`config.mk`:
```
export PLATFORM = sky130hd
export DESIGN_NAME = rab_div_lane
export DESIGN_NICKNAME = d
export VERILOG_FILES = /design/src/rtl/core/assert_macros.svh /design/src/rtl/core/rab_pkg.sv /design/src/rtl/core/rab_div_lane.sv
export SDC_FILE = /design/constraint.sdc
export NUM_CORES = 2
export LEC_CHECK = 0
export BUFFER_PORTS_ARGS = -buffer_cell sky130_fd_sc_hd__clkbuf_2
export CAP_MARGIN = 25
export CORE_AREA = 3 3 855 602
export CTS_BUF_LIST = sky130_fd_sc_hd__clkbuf_8 sky130_fd_sc_hd__clkbuf_16
export CTS_CLUSTER_DIAMETER = 50
export DETAILED_ROUTE_END_ITERATION = 8
export DIE_AREA = 0 0 858 605
export GPL_TIMING_DRIVEN = 0
export HOLD_SLACK_MARGIN = 0.08
export PLACE_DENSITY_LB_ADDON = 0.1
export SLEW_MARGIN = 25
export SYNTH_ARGS = -nofsm -noshare
export SYNTH_HDL_FRONTEND = slang
export SYNTH_MEMORY_MAX_BITS = 65536
export SYNTH_SLANG_ARGS = --single-unit
```
`constraint.sdc`:
```
create_clock -name clk -period 4.1 [get_ports clk]
set_clock_uncertainty 0.05 [all_clocks]
set_input_delay 0.205 -clock clk [delete_from_list [all_inputs] [get_ports clk]]
set_output_delay 0.205 -clock clk [all_outputs]
set_load 0.05 [all_outputs]
```
`src/rtl/core/assert_macros.svh`:
```
// Assertion macros shared by the ray/box test RTL.
// Each macro expects clk and rst in scope of the including module.
`ifndef ASSERT_MACROS_SVH
`define ASSERT_MACROS_SVH

// Same-cycle implication, off during reset
`define RAB_ASSERT_NOW(label, ante, cons) \
  label: assert property (@(posedge clk) disable iff (rst) (ante) |-> (cons)) \
    else $error("assertion failed");

// Next-cycle implication, off during reset
`define RAB_ASSERT_NEXT(label, ante, cons) \
  label: assert property (@(posedge clk) disable iff (rst) (ante) |=> (cons)) \
    else $error("assertion failed");

`endif

```
`src/rtl/core/rab_pkg.sv`:
```
// Shared constants and types for the ray/box slab test.
// No dependencies; used by every module of the block.
`timescale 1ns / 1ps
package rab_pkg;
  localparam int COORD_BITS = 32;
  localparam int REL_W      = COORD_BITS + 1;
  localparam int NUM_W      = COORD_BITS + 2;
  localparam int UN_W       = COORD_BITS + 1;
  localparam int EXT_W      = COORD_BITS - 1;
  localparam int FRAC       = 16;
  localparam int Q_BITS     = 32;
  localparam int LANE_LAT   = Q_BITS + 3;
  localparam int THR_W      = 16;
  localparam int AXES       = 3;

  localparam logic [Q_BITS-1:0] T_MAX = {1'b0, {(Q_BITS-1){1'b1}}};
  localparam logic [Q_BITS-1:0] T_MIN = {1'b1, {(Q_BITS-1){1'b0}}};

  // Register byte address of parallel_threshold
  localparam logic [2:0] ADDR_THRESHOLD = 3'd0;

  typedef logic [Q_BITS-1:0] tval_t;

  // Per-item flags that ride alongside the divider lanes
  typedef struct packed {
    logic            vld;
    logic [AXES-1:0] par;
    logic [AXES-1:0] pmiss;
  } side_t;
endpackage

```
`src/rtl/core/rab_div_lane.sv`:
```
// One pipelined Q16.16 divider lane: (num * 2^16) / den, truncated, saturated.
// One quotient bit per stage; depends on rab_pkg.
`timescale 1ns / 1ps
module rab_div_lane (
  input  logic                             clk,
  input  logic                             en,
  input  logic signed [rab_pkg::NUM_W-1:0] num,
  input  logic signed [rab_pkg::COORD_BITS-1:0] den,
  output rab_pkg::tval_t                   t
);
  localparam int DW = rab_pkg::COORD_BITS;
  localparam int QB = rab_pkg::Q_BITS;
  localparam int UW = rab_pkg::UN_W;
  localparam int FR = rab_pkg::FRAC;

  logic [UW-1:0] un0;
  logic [DW-1:0] ud0;
  logic          neg0;

  logic [DW-1:0] rem  [0:QB];
  logic [QB-1:0] lowb [0:QB];
  logic [QB-1:0] quo  [0:QB];
  logic [DW-1:0] ud   [0:QB];
  logic          neg  [0:QB];
  logic          ovf  [0:QB];

  logic [rab_pkg::NUM_W-1:0] num_abs;
  logic [DW-1:0]             den_abs;

  // Take magnitudes and the result sign
  assign num_abs = num[rab_pkg::NUM_W-1] ? -num : num;
  assign den_abs = den[DW-1] ? -den : den;

  always_ff @(posedge clk) begin
    if (en) begin
      un0  <= num_abs[UW-1:0];
      ud0  <= den_abs;
      neg0 <= num[rab_pkg::NUM_W-1] ^ den[DW-1];
    end
  end

  // Seed the remainder with the integer part and flag quotients of 2^32 or more
  always_ff @(posedge clk) begin
    if (en) begin
      rem[0]  <= DW'(un0[UW-1:FR]);
      lowb[0] <= {un0[FR-1:0], {(QB-FR){1'b0}}};
      quo[0]  <= '0;
      ud[0]   <= ud0;
      neg[0]  <= neg0;
      ovf[0]  <= DW'(un0[UW-1:FR]) >= ud0;
    end
  end

  // Restoring division, one bit per stage
  for (genvar k = 0; k < QB; k++) begin : g_bit
    logic [DW:0] trial;
    logic [DW:0] diff;
    logic        ge;
    assign trial = {rem[k], lowb[k][QB-1]};
    assign diff  = trial - {1'b0, ud[k]};
    assign ge    = trial >= {1'b0, ud[k]};
    always_ff @(posedge clk) begin
      if (en) begin
        rem[k+1]  <= ge ? diff[DW-1:0] : trial[DW-1:0];
        lowb[k+1] <= {lowb[k][QB-2:0], 1'b0};
        quo[k+1]  <= {quo[k][QB-2:0], ge};
        ud[k+1]   <= ud[k];
        neg[k+1]  <= neg[k];
        ovf[k+1]  <= ovf[k];
      end
    end
  end

  // Apply sign and saturate to 32 bits
  always_ff @(posedge clk) begin
    if (en) begin
      if (ovf[QB] || quo[QB][QB-1]) begin
        t <= neg[QB] ? rab_pkg::T_MIN : rab_pkg::T_MAX;
      end else begin
        t <= neg[QB] ? -quo[QB] : quo[QB];
      end
    end
  end
endmodule

```
==> Implementation_results.wiki <==
{| class="wikitable"
! Metric !! Value
|-
| Wire length reported by the detailed router || 419,100 um
|-
| DR iter-0 viols || 8,733
|-
| Fraction of power spent switching nets || 0.3860
|-
| Count of flip-flops with a built-in enable after synthesis || 2,861
|-
| Final hold slack || 164.4 ps
|-
| Synthesized netlist net count || 14,150
|-
| TritonCTS buffer count || 346
|-
| Top cell type's share of synthesized area || 0.5661
|-
| Fin cells || 20,780
|-
| Final ANT Viol Nets || 0
|-
| Leading cell types by total area after synthesis || edfxtp_1 57%, ha_1 8.5%, a21oi_1 3.3%, o21ai_0 3.1%, inv_1 3.1%
|-
| Endpoint class of the critical path || flop
|-
| Worst Setup Start Kind || flop
|-
| Total I/O pin count || 100
|-
| Core Footprint || 0.5072 mm2
|-
| Critical path class || reg2reg
|-
| TritonCTS clock tree || built
|-
| DR vias || 100,200
|-
| Sink Count || 2,861
|-
| Required time of the worst setup path || 4700 ps
|-
| Count of state elements after synthesis || 2,861
|-
| Routed len/inst || 20.17 um
|-
| Net Switching || 53.36 mW
|-
| Leak || 70.40 nW
|-
| Proportion of layout cells with a drive suffix above 1 || 0.1064
|-
| Number of design rule violations left after detail routing || 0
|-
| Outcome || finished clean
|-
| Main flop type after synthesis || edfxtp_1
|-
| Largest fanout on the critical path || 10
|-
| Synth-to-Final Area Change || 16.99%
|-
| Site row count || 219
|-
| Average instance area after synthesis || 11.66 um2
|-
| Detailed Place HPWL || 320,400 um
|-
| Transition at the pin with the smallest max-transition slack || 1037 ps
|-
| Final number of setup-violating endpoints || 0
|-
| Largest net degree at the start of global routing || 91
|-
| Reg-to-reg setup timing slack || 3 ps
|-
| Worst hold path depth || 6
|-
| Final total negative setup slack || 0 ps
|-
| Share of total power in combinational logic || 0.437
|-
| Biggest area consumer among synthesized cells || edfxtp_1
|-
| NumNets Final || 14,880
|-
| Total of max-cap violations || 0
|-
| Max_slew headroom || 0.3020
|-
| Number of placed cells counting well taps || 19,900
|-
| Power Total || 138.2 mW
|-
| Flop pwr share || 0.339
|-
| Clock slew at the register clock pins of the worst setup and hold paths || 60 ps
|-
| PortBufs || 99
|-
| Number of instances in the synthesized netlist || 13,020
|-
| Summed instance area of the synthesized netlist || 0.1518 mm2
|-
| Initial Utilization || 0.2992
|-
| Commonest non-fill, non-tap cells in the layout || 2,861 x edfxtp_1, 1,301 x inv_1, 1,026 x ha_1
|-
| Final GP Congestion || 0.8357
|-
| Portion of the post-synthesis area used by sequential elements || 0.5661
|-
| Worst R2R Path Depth || 13
|-
| Yosys Warn Count || 0
|-
| Clock H-tree levels || 5
|-
| Worst Hold Launch || en
|-
| Final clock period utilization by the worst path || 0.9992
|-
| Number of antenna violations at the first check in global routing || 31
|-
| Path class of the lowest-slack min-delay path || in2reg
|-
| Part of the total power dissipated in the clock network || 0.224
|-
| Endpoint, Worst Hold || ud[0][311]$_DFFE_PP_
|-
| Final number of max-transition violations || 0
|-
| Die outline area || 0.5191 mm2
|-
| Highest Clock Rate || 0.2441 GHz
|-
| 1st-pass router iterations || 6
|-
| Number of inserted filler cells in the final layout || 50,380
|-
| Overall fraction of global-route tracks in use || 0.1561
|-
| Post-DR vias/cell || 4.820
|-
| Worst endpoint data arrival time || 4700 ps
|-
| Wire length of the first global-routing pass || 623,500 um
|-
| Reg-to-Reg Start || ud[0][463]$_DFFE_PP_
|-
| Insertion delay of the later-clocked pin in the worst-skew pair || 930 ps
|-
| Die boundary height || 605 um
|-
| Number of global-route vias before repair || 96,220
|-
| Count of distinct cell types in the synthesized netlist || 108
|-
| Cell Int Power || 84.87 mW
|-
| Post-route minimum period || 4097 ps
|-
| Global route total overflow || 0
|-
| Endpoint of the most critical register-to-register path || rem[0][498]$_DFFE_PP_
|-
| Number of hold-slack violations in the final timing report || 0
|-
| Most common cell after layout, fill and taps aside || edfxtp_1
|-
| Clk root buf || clkbuf_16
|-
| Pwr dens || 778.5 mW/mm2
|-
| Number of buffers between clock root and the deepest sink || 4
|-
| Worst-case vdd ir drop || 0.0003465 V
|-
| Proportion of synthesized flip-flops having asynchronous set or reset || 0
|-
| Horiz. Die Dim || 858 um
|}
-- what timing repair did --
action | CTS | global route
resized for setup | 254 | 282
hold buffers | 186 | 0
gates cloned | 0 | 1
pin swaps | 21 | 32
hold endpoints to repair | 211 | 0
setup buffers | 36 | 37
endpoints found under the setup margin | 972 | 876
-- routing by layer --
metal / global-route usage / wire, um
met2: 0.2229 / 171300
met5: 0 / 41
met4: 0.03196 / 8075
met3: 0.03144 / 24110
met1: 0.2417 / 215600
-- area by class of cell --
| class | instances | area, um2 | area share |
|---|---|---|---|
| repair buffers | 400 | 4143 | 0.02333 |
| plain buffers | 306 | 1642 | 0.009245 |
| diodes | 10 | 25.02 | 0.0001409 |
| clock buffers | 355 | 8884 | 0.05003 |
| inverters | 1272 | 4803 | 0.02705 |
| flip-flops and latches | 2861 | 85910 | 0.4839 |
| multi-input cells | 8568 | 61110 | 0.3442 |
| well taps | 6740 | 8433 | 0.04750 |
| clock inverters | 270 | 2600 | 0.01464 |
-- cells in the mapped netlist, types with 131 or more instances --
cell	n
mux2_2	265
xor2_1	402
nor2b_1	162
o21a_1	131
a21oi_1	987
ha_1	1029
xnor2_1	497
nand3_1	176
a21o_1	545
nor3_1	140
clkbuf_1	242
nor2_1	662
inv_1	1271
nand2b_1	174
nand2_1	997
o21ai_0	954
edfxtp_1	2861
nand4_1	160
-- critical path: stages (launching register included) --
cell      delay [ps]
edfxtp_1         460
inv_1             70
ha_1             400
nand3_1          160
nor2_2           210
and3_1           360
a21boi_2         280
o21a_1           200
o31a_1           250
a311oi_4         160
a21oi_2          310
a31oi_4          200
buf_8            200
o41ai_1          530
-- flip-flops by register name (all words and copies together) (netlist names) --
| name | cells |
|---|---|
| rem | 1009 |
| neg0 | 1 |
| ud0 | 32 |
| quo | 528 |
| t | 32 |
| ovf | 33 |
| ud | 1024 |
| lowb | 136 |
| neg | 33 |
| un0 | 33 |
-- power groups by stage --
stage | combinational [mW] | sequential, mW | clock [mW]
after floorplan | 41.5 | 44.8 | 0
after global placement | 53.1 | 48.6 | 0
after detailed placement | 57.3 | 47.6 | 0
after CTS | 59.1 | 47.1 | 32.2
after global routing | 67.2 | 47.5 | 33.4
final | 60.4 | 46.8 | 31.0
-- how the worst max path moves through the flow --
stage	endpoint	slack (ps)	cells past startpoint	start
3_3_place_gp	quo[0][1002]$_DFFE_PP_	-53410	1	en
4_1_cts	rem[0][217]$_DFFE_PP_	0.5	15	lowb[0][185]$_DFFE_PP_
3_5_place_dp	rem[0][678]$_DFFE_PP_	-1170	12	ud[0][641]$_DFFE_PP_
2_1_floorplan	rem[0][483]$_DFFE_PP_	590	13	ud[0][449]$_DFFE_PP_
6_report	rem[0][498]$_DFFE_PP_	3	13	ud[0][463]$_DFFE_PP_
5_1_grt	rem[0][932]$_DFFE_PP_	-20	14	ud[0][906]$_DFFE_PP_
-- cell families (layout without fill, tap and decap cells) --
logic type | count (synthesis) | in the layout | share of synthesized area
compound gates | 3465 | 3465 | 0.1418
xor+xnor | 899 | 899 | 0.05188
fa+ha+maj | 1060 | 1060 | 0.08892
buf+inv | 1588 | 2603 | 0.04012
flops | 2861 | 2861 | 0.5661
mux | 307 | 307 | 0.02254
other cells | 0 | 10 | 0
simple gates | 2837 | 2837 | 0.08868
-- per-stage QoR --
step | util | setup WS, ps | cell area, um2
2_1_floorplan | - | 594.4 | 151800
3_3_place_gp | 0.3168 | -53410 | 160700
3_5_place_dp | 0.3191 | -1172 | 161800
4_1_cts | 0.3478 | 0.4921 | 176400
5_1_grt | 0.3500 | -24.78 | 177500
6_report | 0.3501 | 3.128 | 177600
(Power assumes the default switching activity.)
