<file path="config.mk">
export PLATFORM = sky130hd
export DESIGN_NAME = rab_merge
export DESIGN_NICKNAME = d
export VERILOG_FILES = /design/src/rtl/core/rab_pkg.sv /design/src/rtl/core/rab_merge.sv
export VERILOG_INCLUDE_DIRS = /design/src /design/src/rtl/core
export SDC_FILE = /design/constraint.sdc
export NUM_CORES = 1
export LEC_CHECK = 0
export BUFFER_PORTS_ARGS = -buffer_cell sky130_fd_sc_hd__buf_2
export CAP_MARGIN = 20
export CORE_ASPECT_RATIO = 0.7
export CORE_MARGIN = 2
export CORE_UTILIZATION = 62
export CTS_BUF_LIST = sky130_fd_sc_hd__clkbuf_8
export CTS_CLUSTER_DIAMETER = 40
export CTS_CLUSTER_SIZE = 14
export DETAILED_ROUTE_END_ITERATION = 10
export PLACE_DENSITY = 0.92
export SETUP_SLACK_MARGIN = 0.5
export SLEW_MARGIN = 20
export SYNTH_ARGS = -nofsm -noshare
export SYNTH_HDL_FRONTEND = slang
export SYNTH_SLANG_ARGS = --single-unit
</file>
<file path="constraint.sdc">
create_clock -name clk -period 6.5 [get_ports clk]
set_input_delay 0.325 -clock clk [delete_from_list [all_inputs] [get_ports clk]]
set_output_delay 0.325 -clock clk [all_outputs]
set_load 0.005 [all_outputs]
</file>
<file path="src/rtl/core/assert_macros.svh">
// Assertion macros shared by the ray/box test RTL.
// Each macro expects clk and rst in scope of the including module.
`ifndef ASSERT_MACROS_SVH
`define ASSERT_MACROS_SVH

// Same-cycle implication, off during reset
`define RAB_ASSERT_NOW(label, ante, cons) \
  label: assert property (@(posedge clk) disable iff (rst) (ante) |-> (cons)) \
    else $error("assertion failed");

// Next-cycle implication, off during reset
`define RAB_ASSERT_NEXT(label, ante, cons) \
  label: assert property (@(posedge clk) disable iff (rst) (ante) |=> (cons)) \
    else $error("assertion failed");

`endif

</file>
<file path="src/rtl/core/rab_pkg.sv">
// Shared constants and types for the ray/box slab test.
// No dependencies; used by every module of the block.
`timescale 1ns / 1ps
package rab_pkg;
  localparam int COORD_BITS = 32;
  localparam int REL_W      = COORD_BITS + 1;
  localparam int NUM_W      = COORD_BITS + 2;
  localparam int UN_W       = COORD_BITS + 1;
  localparam int EXT_W      = COORD_BITS - 1;
  localparam int FRAC       = 16;
  localparam int Q_BITS     = 32;
  localparam int LANE_LAT   = Q_BITS + 3;
  localparam int THR_W      = 16;
  localparam int AXES       = 3;

  localparam logic [Q_BITS-1:0] T_MAX = {1'b0, {(Q_BITS-1){1'b1}}};
  localparam logic [Q_BITS-1:0] T_MIN = {1'b1, {(Q_BITS-1){1'b0}}};

  // Register byte address of parallel_threshold
  localparam logic [2:0] ADDR_THRESHOLD = 3'd0;

  typedef logic [Q_BITS-1:0] tval_t;

  // Per-item flags that ride alongside the divider lanes
  typedef struct packed {
    logic            vld;
    logic [AXES-1:0] par;
    logic [AXES-1:0] pmiss;
  } side_t;
endpackage

</file>
<file path="src/rtl/core/rab_merge.sv">
// Merge stage: combines the per-axis slab intervals into hit and entry distance.
// Depends on rab_pkg and assert_macros.svh.
`timescale 1ns / 1ps
`include "assert_macros.svh"
module rab_merge (
  input  logic                  clk,
  input  logic                  rst,
  input  logic                  en,
  input  rab_pkg::side_t        side,
  input  rab_pkg::tval_t        t1 [rab_pkg::AXES],
  input  rab_pkg::tval_t        t2 [rab_pkg::AXES],
  output logic                  valid,
  output logic                  hit,
  output logic signed [31:0]    distance
);
  localparam int AX = rab_pkg::AXES;

  rab_pkg::tval_t lo [AX];
  rab_pkg::tval_t hi [AX];
  rab_pkg::side_t side1;

  rab_pkg::tval_t entry2, exit2;
  logic           vld2, pmiss2;

  rab_pkg::tval_t lo_m [AX];
  rab_pkg::tval_t hi_m [AX];
  rab_pkg::tval_t mx01, mn01, entry_next, exit_next;
  logic           miss;

  // Order each axis pair
  always_ff @(posedge clk) begin
    if (en) begin
      for (int a = 0; a < AX; a++) begin
        if ($signed(t1[a]) < $signed(t2[a])) begin
          lo[a] <= t1[a];
          hi[a] <= t2[a];
        end else begin
          lo[a] <= t2[a];
          hi[a] <= t1[a];
        end
      end
    end
  end

  // Drop parallel axes from the interval
  always_comb begin
    for (int a = 0; a < AX; a++) begin
      lo_m[a] = side1.par[a] ? rab_pkg::T_MIN : lo[a];
      hi_m[a] = side1.par[a] ? rab_pkg::T_MAX : hi[a];
    end
    mx01       = ($signed(lo_m[0]) > $signed(lo_m[1])) ? lo_m[0] : lo_m[1];
    entry_next = ($signed(lo_m[2]) > $signed(mx01)) ? lo_m[2] : mx01;
    mn01       = ($signed(hi_m[0]) < $signed(hi_m[1])) ? hi_m[0] : hi_m[1];
    exit_next  = ($signed(hi_m[2]) < $signed(mn01)) ? hi_m[2] : mn01;
  end

  always_ff @(posedge clk) begin
    if (en) begin
      entry2 <= entry_next;
      exit2  <= exit_next;
      pmiss2 <= |side1.pmiss;
    end
  end

  assign miss = pmiss2 || ($signed(entry2) > $signed(exit2)) || exit2[31];

  // Valid flags, side flags and output register
  always_ff @(posedge clk) begin
    if (rst) begin
      side1.vld <= 1'b0;
      vld2      <= 1'b0;
      valid     <= 1'b0;
    end else if (en) begin
      side1     <= side;
      vld2      <= side1.vld;
      valid     <= vld2;
      hit       <= !miss;
      distance  <= miss ? '0 : $signed(entry2);
    end
  end

  `RAB_ASSERT_NOW(a_miss_zero, valid && !hit, distance == 0)
  `RAB_ASSERT_NEXT(a_out_follows, en && vld2, valid)
endmodule

</file>
==> impl_metrics.json, run 1 <==
{
  "antenna_found_initial": 5,
  "placementRows": 56,
  "setup_ws_ps": 326,
  "rsz0062_at_grt": "false",
  "drt-initial-drc-count": 1899,
  "p_int_mw": 4.28,
  "crit_required_ps": 6910,
  "cp.arrival_ps": 6590,
  "period_share_pct": 95.0,
  "outcome": "complete, no violations",
  "ff_latch_area_um2": 8950,
  "grt_overflow": 0,
  "pwr-share-comb_pct": 37.4,
  "clock_latency_ps": 590,
  "syn-instance-count": 1928,
  "wire_per_inst_um": 23.2,
  "viasPerCell": 6.31,
  "cts_root_buf": "clkbuf_8",
  "place_ws_ps": 113,
  "first_global_vias": 16000,
  "io_buffer_count": 235,
  "mappedNetlistNets": 2380,
  "start_util_pct": 62.6,
  "dieArea_um2": 35200,
  "nFillCells": 2246,
  "period_needed_ps": 6170,
  "fin_skew_ps": 22.7,
  "synthArstFlopShare_pct": 0,
  "ios": 236,
  "max_slew_margin_pct": 30.9,
  "power_leakage_nw": 11.1,
  "cp_max_fo": 31,
  "place_congestion": 0.930,
  "multi_input_area_um2": 11200,
  "clkTransAtPathRegs_ps": 90,
  "nNetsFinal": 2634,
  "synth_ff_type": "edfxtp_1",
  "synth.cell_area_um2": 20900,
  "ys_ff_latch": 299,
  "clockBufferDepth": 3,
  "grt_usage_pct": 33.0,
  "place_area_um2": 22600,
  "coreArea_um2": 33400,
  "slowest_stage": "edfxtp_1",
  "synth_edf_count": 296,
  "finalInstanceArea_um2": 24300,
  "grt_max_degree": 120,
  "grt_pass1_wl_um": 88800,
  "switchingPower_mw": 2.31,
  "routed_wl_um": 61600,
  "holdCritPathClass": "primary input to register",
  "maxCapViolations": 0,
  "drc_errors": 0,
  "endpoint_kind": "register",
  "ys_warn_count": 0,
  "clock_power_share_pct": 23.2,
  "syn2layout_area_growth_pct": 16.2,
  "r2r_setup_slack_ps": 330,
  "cp_common_cell": "a21o_1",
  "finalMaxSlewViolations": 0,
  "dp_hpwl_um": 43600,
  "p_per_area_nw_per_um2": 272,
  "num_vias": 16700,
  "postRouteAntennaNets": 0,
  "cts_max_level": 2,
  "hold_violations": 0,
  "syn_avg_cell_area_um2": 10.8,
  "drive_gt1_share_pct": 26.1,
  "tightest_slew_ps": 1040,
  "setup_violations": 0,
  "synth.distinct_cells": 56,
  "start_kind": "register",
  "cpPeakStageDelay_ps": 490,
  "seq_power_share_pct": 39.3,
  "maxClockFrequency_ghz": 0.162,
  "cts_tree": "yes",
  "die_h_um": 158,
  "peakVddDrop_mv": 0.162,
  "cts_made_buffers": 38,
  "die_w_um": 223,
  "p_sw_share_pct": 35.1,
  "drt_first_pass_iters": 6,
  "seq_area_frac_synth_pct": 42.8,
  "path_class": "register to register",
  "setup_tns_ps": 0,
  "cts.sinks": 299
}
## through the flow
step                      hold WS, ps  util, %  total power, mW  cells
after global routing             65.4     72.7             6.86   2649
final                            71.9     72.8             6.59   2650
after detailed placement          489     67.8             4.68   2536
after CTS                        51.4     70.8             6.24   2619
after global placement            475     67.8             4.59   2536
after floorplan                   397        -             4.01   1928
## kinds of logic (layout without fill, tap and decap cells)
kind of cell,Yosys count,in the layout,share of synthesized area [%]
flip-flops,299,299,42.8
other,0,5,0
AND/OR/NAND/NOR,461,461,11.1
AO/OA/AOI/OAI,368,368,13.1
XOR/XNOR,2,2,0.174
adder cells (fa/ha/maj),251,251,15.0
buffers and inverters,314,594,5.84
multiplexers,233,235,12.0
## cells in the final DEF, fill, tap and decap left out, drive strengths merged, types with 5 or more instances in the layout
cell type    netlist  final
mux2             131    131
a211oi             7      7
a221o             67     67
a21o              69     69
nor2             132    132
o21ai             67     67
nand2             85     85
nand2b            44     44
mux2i            102    104
nand3             11     11
buf               18    282
clkbuf            67     46
diode              0      5
o21a               9      9
edfxtp           296    296
a21oi             55     55
a22o              64     64
nand4             43     43
clkinvlp           0      5
dlygate4sd3        0      8
inv              229    243
ha               250    250
nor2b             80     80
or2               31     31
nor3              18     18
clkinv             0      7
## power by group through the flow
stage	Combinational (mW)	Clock (mW)	Sequential [mW]
2_1_floorplan	1.46	0	2.55
3_3_place_gp	1.97	0	2.62
3_5_place_dp	2.06	0	2.62
4_1_cts	2.12	1.53	2.58
5_1_grt	2.65	1.61	2.61
6_report	2.47	1.53	2.59
## registers in the layout (all words and copies together) (netlist names)
| signal | flops |
|---|---|
| lo | 96 |
| pmiss2 | 1 |
| vld2 | 1 |
| entry2 | 32 |
| hi | 96 |
| valid | 1 |
| exit2 | 32 |
| hit | 1 |
| distance | 32 |
| side1 | 7 |
## worst max-delay path: cells and delay by family, from the launching register on
family | cells | cell delay (ps)
AO/OA/AOI/OAI | 11 | 2210
XOR/XNOR | 1 | 200
adder cells (fa/ha/maj) | 2 | 630
buffers and inverters | 5 | 990
flip-flops | 1 | 490
multiplexers | 2 | 500
AND/OR/NAND/NOR | 5 | 970
## metal layers
layer | track usage, % | wire length (µm)
met4 | 13.7 | 3040
met1 | 44.6 | 24900
met2 | 53.5 | 27600
met5 | 0 | 0
met3 | 5.21 | 5980
## path summary, 6_finish.rpt
| check | start | endpoint | cells after the start |
|---|---|---|---|
| max reg2reg | side1[3] | exit2[5] | 26 |
| max | side1[3] | exit2[5] | 26 |
| min | t2[59] | hi[1][27] | 2 |
| min reg2reg | side1[2] | pmiss2 | 1 |
## synthesized netlist by cell type, drive strengths merged (2+ instances only)
cell type,instances,share of area (%)
and3,3,0.090
a21boi,2,0.072
a211oi,7,0.25
clkbuf,67,1.2
buf,18,0.52
a31oi,4,0.12
o211a,2,0.096
mux2i,102,4.9
nand3,11,0.26
nor2b,80,2.4
o21a,9,0.32
a21oi,55,1.3
a21o,69,2.5
nand2,85,1.5
inv,229,4.1
a221o,67,3.2
o311ai,3,0.13
dfxtp,3,0.29
edfxtp,296,43
a2111oi,4,0.17
nor4,4,0.12
a221oi,3,0.13
o211ai,4,0.14
o21ai,67,1.6
nor2,132,2.4
nand2b,44,1.3
nor3,18,0.46
and2,2,0.060
mux2,131,7.1
ha,250,15
nand4,43,1.3
xnor2,2,0.17
nand3b,2,0.072
or2,31,0.93
or3,3,0.090
a22o,64,2.7
## final cells by class
class	count	share of cell area [%]
sequential	299	36.9
multi-input combinational	1317	46.0
timing repair buffer	297	7.92
clock buffer	39	2.21
tap	435	2.24
inverter	229	3.54
antenna	5	0.0516
clock inverter	29	1.18
## repair_timing
item	in CTS	in global routing
hold buffers	8	0
pin swaps	1	23
hold endpoints to repair	9	0
buffers inserted	6	17
gates resized for setup	7	68
setup endpoints to repair	64	64
cloned	1	9
Note: power is estimated with default switching activity, not from simulation.
==> run 2, diff against run 1 <==
Settings changed: SETUP_SLACK_MARGIN 0.5 to unset.
==> run 2 against run 1 <==
Final area decreased by 2.5%; via count down 3.1%; register-to-register slack lost 97 ps; global-route usage down 0.46 points; sequential power about the same; clock power barely moved.
==> impl_metrics.json, run 2 (same netlist as run 1, synthesis figures left out) <==
{
  "grt_usage_pct": 32.5,
  "num_vias": 16200,
  "p_per_area_nw_per_um2": 265,
  "cts_made_buffers": 38,
  "viasPerCell": 6.17,
  "slowest_stage": "or3_1",
  "grt_pass1_wl_um": 87600,
  "drc_errors": 0,
  "cp_max_fo": 57,
  "biggestRegsByFlops": "hi: 96 flops, lo: 96 flops",
  "grt_overflow": 0,
  "drive_gt1_share_pct": 23.3,
  "dieArea_um2": 35200,
  "maxClockFrequency_ghz": 0.159,
  "worstPathCellList": "buf_12, or2_2, ha_1, a21o_1, a221o_1, a221oi_1, a31oi_2, nor3_4, mux2i_4, buf_12, o21ai_0, ha_1, a21o_1, a21o_1, a21oi_1, o21ai_0, or3_1, nor3_1, o311ai_1, nand2_1, xnor2_4, buf_12, mux2i_1",
  "postRouteAntennaNets": 0,
  "placementRows": 56,
  "rr_worst_depth": 23,
  "clock_power_share_pct": 24.3,
  "drt_first_pass_iters": 6,
  "cp.arrival_ps": 6680,
  "place_congestion": 0.930,
  "endpoint_kind": "register",
  "period_needed_ps": 6270,
  "nNetsFinal": 2609,
  "final_cell_mix": "edfxtp_1 (296), ha_1 (250), inv_1 (234), buf_2 (234)",
  "die_w_um": 223,
  "syn2layout_area_growth_pct": 13.3,
  "maxCapViolations": 0,
  "p_sw_share_pct": 34.2,
  "holdPathStages": 2,
  "ios": 236,
  "drt-initial-drc-count": 1785,
  "pwr-share-comb_pct": 34.4,
  "hold-path-endpoint": "hi[1][27]",
  "final_common_cell": "edfxtp_1",
  "power_mw": 6.27,
  "holdCritPathClass": "primary input to register",
  "start_util_pct": 62.6,
  "path_class": "register to register",
  "r2r-start": "side1[3]",
  "min_from": "t2[59]",
  "peakVddDrop_mv": 0.232,
  "grt_max_degree": 120,
  "die_h_um": 158,
  "fin_hold_ws_ps": 71.9,
  "regToRegEndpoint": "exit2[25]",
  "tightest_slew_ps": 1030,
  "hold_violations": 0,
  "cpPeakStageDelay_ps": 430,
  "io_buffer_count": 235,
  "first_global_vias": 15900,
  "power_leakage_nw": 10.9,
  "fin_skew_ps": 27.1,
  "crit_required_ps": 6910,
  "clkTransAtPathRegs_ps": 90,
  "max_slew_margin_pct": 31.4,
  "critical_path.top_delay_family": "compound AO/OA/AOI/OAI gates",
  "dp_hpwl_um": 43600,
  "coreArea_um2": 33400,
  "antenna_found_initial": 4,
  "start_kind": "register",
  "wire_per_inst_um": 21.8,
  "clock_latency_ps": 590,
  "clockBufferDepth": 3,
  "cts.sinks": 299,
  "cts_max_level": 2,
  "outcome": "complete, no violations",
  "switchingPower_mw": 2.15,
  "path_buf_inv": 3,
  "cts_tree": "yes",
  "setup_violations": 0,
  "r2r_setup_slack_ps": 230,
  "cts_root_buf": "clkbuf_8",
  "seq_power_share_pct": 41.2,
  "p_int_mw": 4.12,
  "finalMaxSlewViolations": 0,
  "routed_wl_um": 57300,
  "period_share_pct": 96.5
}
-- run 2: cell types whose count changed in the layout (fill, tap and decap cells not counted), sizes merged --
cell and delta:
mux2i -1, clkbuf -7, buf -17, diode -1
-- run 2: routing by layer --
metal  routed length [µm]  GRT usage, %  vias up
met2                26200          53.2      768
met3                 4550          5.13      139
met4                 2210          12.6        0
li1                     -             -     7547
met1                24400          44.0     7749
met5                    0             0        -
-- run 2: layout make-up --
| cell class | instances | area [µm²] |
|---|---|---|
| multi-input combinational | 1316 | 10900 |
| tap | 435 | 544 |
| timing repair buffer | 273 | 1580 |
| clock buffer | 39 | 537 |
| inverter | 229 | 860 |
| fill | 2368 | 9690 |
| antenna | 4 | 10.0 |
| clock inverter | 29 | 285 |
| sequential | 299 | 8950 |
-- run 2: worst max-delay path by stage --
stage / depth (start not counted) / slack [ps] / end / start
floorplan: 25 / 730 / entry2[10] / side1[3]
global placement: 22 / 230 / exit2[22] / side1[3]
detailed placement: 24 / 110 / exit2[25] / side1[4]
CTS: 24 / 90 / exit2[16] / side1[4]
global route: 25 / -60 / exit2[25] / side1[4]
finish: 23 / 230 / exit2[25] / side1[3]
-- run 2: per-stage QoR --
stage                     instance area (µm²)  utilization, %  setup TNS [ps]  instances  worst slack (ps)
final                                   23700            70.9               0       2624               230
after global routing                    23700            70.9            -157       2623             -58.8
after CTS                               23500            70.5               0       2612              86.3
after detailed placement                22600            67.8               0       2536               113
after global placement                  22600            67.8               0       2536               227
after floorplan                         20900               -               0       1928               726
-- run 2: power by group through the flow --
stage	registers, mW	clock network [mW]	logic [mW]
CTS	2.58	1.53	2.08
global route	2.60	1.60	2.36
floorplan	2.55	0	1.46
global placement	2.62	0	1.97
detailed placement	2.62	0	2.06
finish	2.59	1.52	2.16
-- run 2: timing repair --
action,4_1_cts,5_1_grt
setup endpoints to repair,0,62
endpoints found under the hold margin,9,0
hold buffers,8,0
buffers inserted,0,7
gates resized for setup,0,7
==> run 3, diff against run 2 <==
Settings changed: ABC_AREA set to 1, CELL_PAD_IN_SITES_DETAIL_PLACEMENT set to 0, CELL_PAD_IN_SITES_GLOBAL_PLACEMENT set to 1, CORE_UTILIZATION 62 to 46, PLACE_DENSITY 0.92 to 0.91.
==> run 3 against run 2 <==
Core utilization is 18 points lower; critical endpoint is now entry2[0]; cell count increased by 22%; register-to-register slack improved by 180 ps; sequential share of layout area grew 1.4 points; clock power up 5%; routed wire length is 1.4% lower; clock skew down 5.8 ps; largest cell class unchanged; sequential power rose by 7%; combinational power up 26%; final area is 3.6% lower.
==> impl_metrics.json, run 3 <==
{
  "finalMaxSlewViolations": 0,
  "antenna_found_initial": 7,
  "cts_max_level": 2,
  "start_kind": "register",
  "cts_made_buffers": 39,
  "min_from": "t2[79]",
  "power_leakage_nw": 11.1,
  "biggestRegsByFlops": "hi: 96 flops, lo: 96 flops",
  "synth_top_area_share_pct": 44.1,
  "io_buffer_count": 235,
  "syn_avg_cell_area_um2": 8.51,
  "postRouteAntennaNets": 0,
  "synth.most_common_cell": "nand2_1",
  "mappedNetlistNets": 2818,
  "hold_violations": 0,
  "drc_errors": 0,
  "clock_latency_ps": 580,
  "outcome": "complete, no violations",
  "netlist_top_cells_area": "edfxtp_1 (44%), ha_1 (16%), nand2_1 (8.6%)",
  "grt_usage_pct": 24.6,
  "drt_first_pass_iters": 6,
  "fin_skew_ps": 21.3,
  "drive_gt1_share_pct": 15.6,
  "ios": 236,
  "clkTransAtPathRegs_ps": 90,
  "max_slew_margin_pct": 32.0,
  "hold-path-endpoint": "hi[0][15]",
  "synthArstFlopShare_pct": 0,
  "cp.arrival_ps": 6410,
  "grt_pass1_wl_um": 84900,
  "period_needed_ps": 6090,
  "r2r_setup_slack_ps": 410,
  "synth_ff_type": "edfxtp_1",
  "ys_warn_count": 0,
  "syn-instance-count": 2366,
  "r2r-start": "side1[3]",
  "synth.cell_area_um2": 20100,
  "maxCapViolations": 0,
  "viasPerCell": 5.27,
  "final_cell_mix": "nand2_1 (459), inv_1 (332), edfxtp_1 (296)",
  "setup_tns_ps": 0,
  "ys_ff_latch": 299,
  "clockBufferDepth": 3,
  "die_h_um": 179,
  "yosys-top-cells-count": "nand2_1 (462), inv_1 (331), edfxtp_1 (296)",
  "cts.sinks": 299,
  "maxClockFrequency_ghz": 0.164,
  "path_class": "register to register",
  "regToRegEndpoint": "entry2[0]",
  "crit_required_ps": 6820,
  "place_area_um2": 21800,
  "cts_root_buf": "clkbuf_8",
  "drt-initial-drc-count": 1560,
  "tightest_slew_ps": 1020,
  "place_congestion": 0.932,
  "rsz0062_at_grt": "false",
  "start_util_pct": 46.3,
  "period_share_pct": 93.7,
  "rr_worst_depth": 25,
  "dp_hpwl_um": 45100,
  "placementRows": 64,
  "cts_tree": "yes",
  "cp_max_fo": 64,
  "syn2layout_area_growth_pct": 13.2,
  "routed_wl_um": 56500,
  "die_w_um": 254,
  "coreArea_um2": 43500,
  "wire_per_inst_um": 17.7,
  "finalInstanceArea_um2": 22800,
  "peakVddDrop_mv": 0.161,
  "seq_area_frac_synth_pct": 44.4,
  "grt_overflow": 0,
  "dieArea_um2": 45500,
  "synth_edf_count": 296,
  "grt_max_degree": 129,
  "num_vias": 16900,
  "setup_violations": 0,
  "nNetsFinal": 3023,
  "yosysTopAreaCell": "edfxtp_1",
  "p_per_area_nw_per_um2": 311,
  "synth.distinct_cells": 45,
  "endpoint_kind": "register",
  "holdCritPathClass": "primary input to register",
  "startpoint": "side1[3]",
  "post-cts-setup-buffer-count": 0,
  "first_global_vias": 15700,
  "holdPathStages": 3,
  "final_common_cell": "nand2_1"
}
[run 3: changes by cell type after synthesis, moves of 67 or more]
cell     previous run  this run
nor2b_1            80         0
mux2_2            131         0
nand3_1            11       124
mux2i_1           102         0
a21oi_1            54       187
nand2_1            85       462
nor2_1            132       221
inv_1             229       331
o21ai_0            64       218
a221o_1            67         0
[run 3: timing repair]
| action | CTS | global route |
|---|---|---|
| endpoints found under the hold margin | 9 | 0 |
| hold buffers | 8 | 0 |
| resized for setup | 0 | 1 |
| endpoints found under the setup margin | 0 | 32 |
[run 3: layer usage]
layer  GRT usage (%)  up-vias  share of wire, %
met5               0        -             0.073
met1            34.0     7829                45
li1                -     8391                 -
met2            39.6      535                45
met3            4.60       92               7.4
met4            6.81        6               2.4
[run 3: cell type report]
type / instances / area [µm²]
fillers: 4107 / 20700
multi-input cells: 1632 / 9510
flip-flops and latches: 299 / 8950
repair buffers: 266 / 1460
inverters: 333 / 1250
well taps: 594 / 743
clock buffers: 40 / 551
clock inverters: 31 / 329
diodes: 1 / 2.50
[run 3: stage by stage]
stage	setup slack [ps]	hold WS [ps]	total power, mW	utilization [%]	instances
finish	409	29.3	7.09	52.4	3196
global route	30.4	14.7	7.58	52.4	3195
CTS	249	3.08	7.08	52.4	3195
detailed placement	270	453	5.48	50.2	3116
global placement	416	442	5.36	50.2	3116
floorplan	1860	394	4.66	-	2366
[run 3: kinds of logic (layout without fill, tap and decap cells)]
family / after synthesis / count (layout) / share of synthesized area (%)
simple gates: 927 / 927 / 19.6
compound gates: 455 / 455 / 12.0
flops: 299 / 299 / 44.4
buf+inv: 435 / 670 / 8.44
other cells: 0 / 1 / 0
fa+ha+maj: 250 / 250 / 15.5
[run 3: worst max path at each step]
stage / to / slack (ps) / depth (start not counted)
2_1_floorplan: exit2[1] / 1860 / 28
3_3_place_gp: exit2[0] / 420 / 25
4_1_cts: exit2[7] / 250 / 24
3_5_place_dp: exit2[3] / 270 / 24
5_1_grt: entry2[8] / 30 / 27
6_report: entry2[0] / 410 / 25
[run 3: worst max-delay path, stage by stage, from the launching register on]
cell and delay (ps):
edfxtp_1 750, buf_4 330, or2_2 330, ha_1 370, nand4_1 160, nor3_1 290
buf_4 200, nand3_1 100, nand2_1 70, inv_1 50, nand2_1 60, nand3_2 320
buf_12 310, o21ai_0 430, ha_1 220, nand2_1 60, inv_1 60, nand3_1 80
nor3_1 470, nand2_1 110, o2111ai_1 170, nand2_1 150, a21oi_1 140, nand3b_1 160
buf_12 270, o21ai_0 140
[run 3: where the power goes]
| part | internal (mW) | total [mW] | switching [mW] |
|---|---|---|---|
| registers | 2.62 | 2.77 | 0.151 |
| logic | 0.945 | 2.72 | 1.77 |
| clock network | 0.750 | 1.60 | 0.850 |
| total | 4.31 | 7.09 | 2.77 |
